[src/rtl/core/dlfb_ram.sv]
`timescale 1ns / 1ps
// ----------------------------------------------------------------------------
// dlfb_ram
// Simple dual-port RAM, one write and one registered read port.
// ----------------------------------------------------------------------------
module dlfb_ram #(
  parameter int unsigned Width = 16,
  parameter int unsigned Depth = 64,
  localparam int unsigned AddrW = (Depth > 1) ? $clog2(Depth) : 1
) (
  input  logic             clk_i,
  input  logic             we_i,
  input  logic [AddrW-1:0] waddr_i,
  input  logic [Width-1:0] wdata_i,
  input  logic [AddrW-1:0] raddr_i,
  output logic [Width-1:0] rdata_o
);

  logic [Width-1:0] mem_q [Depth];
  logic [Width-1:0] rdata_q;

  always_ff @(posedge clk_i) begin
    if (we_i) begin
      mem_q[waddr_i] <= wdata_i;
    end
    rdata_q <= mem_q[raddr_i];
  end

  assign rdata_o = rdata_q;

endmodule

[config.mk]
export PLATFORM = sky130hd
export DESIGN_NAME = dlfb_ram
export DESIGN_NICKNAME = d
export VERILOG_FILES = /design/src/rtl/core/dlfb_ram.sv
export SDC_FILE = /design/constraint.sdc
export NUM_CORES = 1
export LEC_CHECK = 0
export ABC_AREA = 0
export BUFFER_PORTS_ARGS = -buffer_cell sky130_fd_sc_hd__buf_2
export CORE_AREA = 4 4 320 290
export DETAILED_ROUTE_END_ITERATION = 6
export DIE_AREA = 0 0 324 294
export HOLD_SLACK_MARGIN = 0.1
export PLACE_DENSITY = 0.57
export SYNTH_ARGS = -nofsm -noshare
export SYNTH_HDL_FRONTEND = slang
export SYNTH_SLANG_ARGS = --single-unit
[constraint.sdc]
create_clock -name clk_i -period 3.1 [get_ports clk_i]
set_input_delay 0.31 -clock clk_i [delete_from_list [all_inputs] [get_ports clk_i]]
set_output_delay 0.31 -clock clk_i [all_outputs]
set_load 0.01 [all_outputs]
==> summary.md <==
| Metric | Value |
|---|---|
| Critical path's top delay family | compound AO/OA/AOI/OAI gates |
| Largest net degree at the start of global routing | 73 |
| Total stage count of the critical path | 6 |
| R2r startpoint | mem_q[61][3] |
| Number of synthesized register bits | between 1000 and 1500 |
| Area contributors post-synth | edfxtp_1 77%, mux4_2 12%, mux2i_1 2.1%, dfxtp_1 0.80%, mux2_2 0.76% |
| Crit Path Class | in2reg |
| Vias | roughly 20000 |
| CP Capture Type | flop |
| Hold Crit Class | in2reg |
| DIE WIDTH | between 300 and 400 µm |
| Syn Nets | roughly 1900 |
| Initial Utilization | 44.9% |
| Initial DRT Pass Iterations | 5 |
| Crit-path max FO | 38 |
| Final count of hold timing violations | 0 |
| Post-Syn Area | 40000 µm² |
| Max Cap Violations | 0 |
| Routed vias/inst | a little under 6 |
| Post-Route WL | 101000 µm |
| DP HPWL | 63300 µm |
| FP Rows | 104 |
| Root buf cell | clkbuf_16 |
| Total die area | between 90000 and 100000 µm² |
| Tightest hold margin | around 0.15 ns |
| Yosys cell types | 43 |
| Crit path from | raddr_i[0] |
| Number of global-route vias before repair | just under 20000 |
| Slew Viols, Final | 0 |
| Core ar. | roughly 90000 µm² |
| Fmax | 0.437 GHz |
| CP startpoint kind | input pin |
| CTS Buf Count | between 100 and 150 |
| Worst path arrival time | between 2 and 3 ns |
| CTS clk-pin slew, worst paths | ~0.060 ns |
| Reg-to-reg critical path endpoint | rdata_o[3] |
| Latest clock arrival within the worst-skew pair | just under 0.7 ns |
| First-pass GRT wire length | roughly 150000 µm |
| Post-Syn Instances | around 1800 |
| R2R cell count | 4 |
| Status | finished clean |
| Sinks on the clock net | ~1000 |
| Crit path buf inv count | 2 |
| Height of the die | 294 µm |
| CTS tree | built |
| DRC errors left | 0 |
| Final worst path period share | roughly 74% |
| Pleak | 0.0147 µW |
| Buffers on Ports | 45 |
| Yosys top cell by area | edfxtp_1 |
| Crit-path max cell delay | approximately 0.84 ns |
| Minimum clock period | between 2 and 2.5 ns |
| # IOs | 46 |
| VDD IR max | around 0.45 mV |
| Routability Congestion | between 0.8 and 0.9 |
| CP most frequent cell | a221oi_1 |
| Initial antenna violation count | 11 |
| Total power | approximately 30000 µW |
| Seq/Total Area, Yosys | roughly 78% |
| Slowest CP cell | a221oi_1 |
| Fill cells | 7044 |
| DP Worst Slack | roughly 0.086 ns |
| CP Cell Sequence | buf_8 -> buf_12 -> nor2b_1 -> a221oi_1 -> a221oi_1 -> a311oi_1 |
| Syn avg cell area | around 22 µm² |
| First DRT Iteration DRCs | between 2000 and 2500 |
| Slew HR | between 10% and 20% |
| CTS H-tree depth | 3 |
| Layout Cells excl Fill | between 3000 and 4000 |
| Gr ovfl total | 0 |
| Worst-margin pin slew | between 1 and 1.5 ns |
| Reg2Reg Setup Slack | 0.89 ns |
| WL per Instance | about 31 µm |
| Clock skew | around 0.026 ns |
| Critical Path RT | roughly 3.6 ns |
| Unrepaired setup endpoints after global routing | false |
| Post-layout nets | slightly above 2000 |
| Yosys warns | 0 |
| Area Overhead vs Synth | 14.9% |
| Critical Path End | rdata_o[3] |
| Setup violators final | 0 |
| Dpl cells | 3105 |
| Postcts setup bufs | 0 |
| Top-area cell type share of the netlist area | between 70% and 80% |
| Fin Setup TNS | 0 ns |
| ANT nets after route | 0 |
| Pwr dens | around 650 nW/µm² |
| Final worst slack | between 0.8 and 0.9 ns |
| Layout cell share with drive strength beyond 1 | between 20% and 30% |
| Gr usage total | a little over a fifth |
| Longest Clk Path Bufs | 3 |
[per-stage QoR]
step / area [µm²] / util, %
2_1_floorplan: 40000 / -
3_3_place_gp: 42500 / 47.6
3_5_place_dp: 42500 / 47.6
4_1_cts: 46000 / 51.5
5_1_grt: 46000 / 51.5
6_report: 46000 / 51.5
[Yosys cell counts]
cell and number:
a221oi_1 16, nand4b_1 1, a221o_1 6, clkbuf_2 2
a31oi_1 8, nor4_2 3, or3b_2 1, nand2_4 1
buf_12 5, o21ai_1 3, a211oi_1 8, a211o_1 8
or3_1 1, clkbuf_4 1, clkbuf_1 24, edfxtp_1 1024
nand4_1 12, a22o_1 6, mux4_2 220, a21oi_1 17
nand2_1 59, and4_1 5, and2_1 2, nand2b_1 3
o21ai_0 5, buf_4 13, dfxtp_1 16, nor2_1 72
nor2_2 2, mux2i_1 85, a41oi_1 5, nor3_1 2
nor2b_1 30, a22oi_1 39, nand3_1 24, buf_1 3
mux2_2 27, a311oi_1 8, nand3b_1 2, buf_2 36
buf_8 3, buf_6 17, mux4_1 4
[worst min path at each step]
stage | start | end | slack [ns] | depth (start not counted)
3_3_place_gp | wdata_i[13] | mem_q[5][13] | 0.66 | 1
6_report | wdata_i[5] | mem_q[28][5] | 0.15 | 1
5_1_grt | wdata_i[5] | mem_q[28][5] | 0.13 | 1
2_1_floorplan | wdata_i[0] | mem_q[0][0] | 0.41 | 0
3_5_place_dp | wdata_i[13] | mem_q[4][13] | 0.67 | 1
4_1_cts | wdata_i[5] | mem_q[28][5] | 0.12 | 1
[placed cells by master, fill, tap and decap left out, types with 6 or more instances in the layout]
cell,netlist,final
a211o_1,8,8
a211oi_1,8,8
a21oi_1,17,17
a221o_1,6,6
a221oi_1,16,16
a22o_1,6,6
a22oi_1,39,39
a311oi_1,8,8
a31oi_1,8,8
buf_12,5,15
buf_2,36,42
buf_4,13,154
bufinv_16,0,15
clkbuf_1,24,19
clkbuf_16,0,105
clkinv_1,0,17
clkinv_2,0,22
clkinvlp_4,0,7
dfxtp_1,16,16
diode_2,0,6
edfxtp_1,1024,1024
mux2_2,27,27
mux2i_1,85,85
mux4_2,220,220
nand2_1,59,59
nand3_1,24,24
nand4_1,12,12
nor2_1,72,71
nor2b_1,30,30
[final cells by class]
cell class              count  area (µm²)  share of cell area [%]
diodes                      6        15.0                  0.0326
clock buffers             124        2700                    5.87
clock inverters            69         773                    1.68
multi-input cells         685        8250                    17.9
flip-flops and latches   1040       31100                    67.5
well taps                1166        1460                    3.17
repair buffers            216        1730                    3.76
[repair_timing]
item,CTS,global route
hold endpoints to repair,21,0
resized for setup,0,0
hold buffers,2,0
[registers in the layout, summed over array words and instances, names as in the netlist]
| signal | flops |
|---|---|
| rdata_o | 16 |
| mem_q | 1024 |
[power by group]
part / internal, µW / leakage (µW) / switching, µW
Clock: 7480 / 0.00169 / 5270
Combinational: 579 / 0.00371 / 967
Sequential: 15600 / 0.00935 / 72.6
[kinds of logic after synthesis]
logic type,share of synthesized area (%)
compound gates,2.41
buf+inv,1.83
flops,77.6
mux,15.5
simple gates,2.65
[per-layer routing]
layer,track usage (%),share of wire [%]
met1,32.2,43
met2,33.0,46
met3,4.62,8.0
met4,5.23,2.3
met5,0,0.023
No activity file was read; power rests on OpenSTA's default activity.
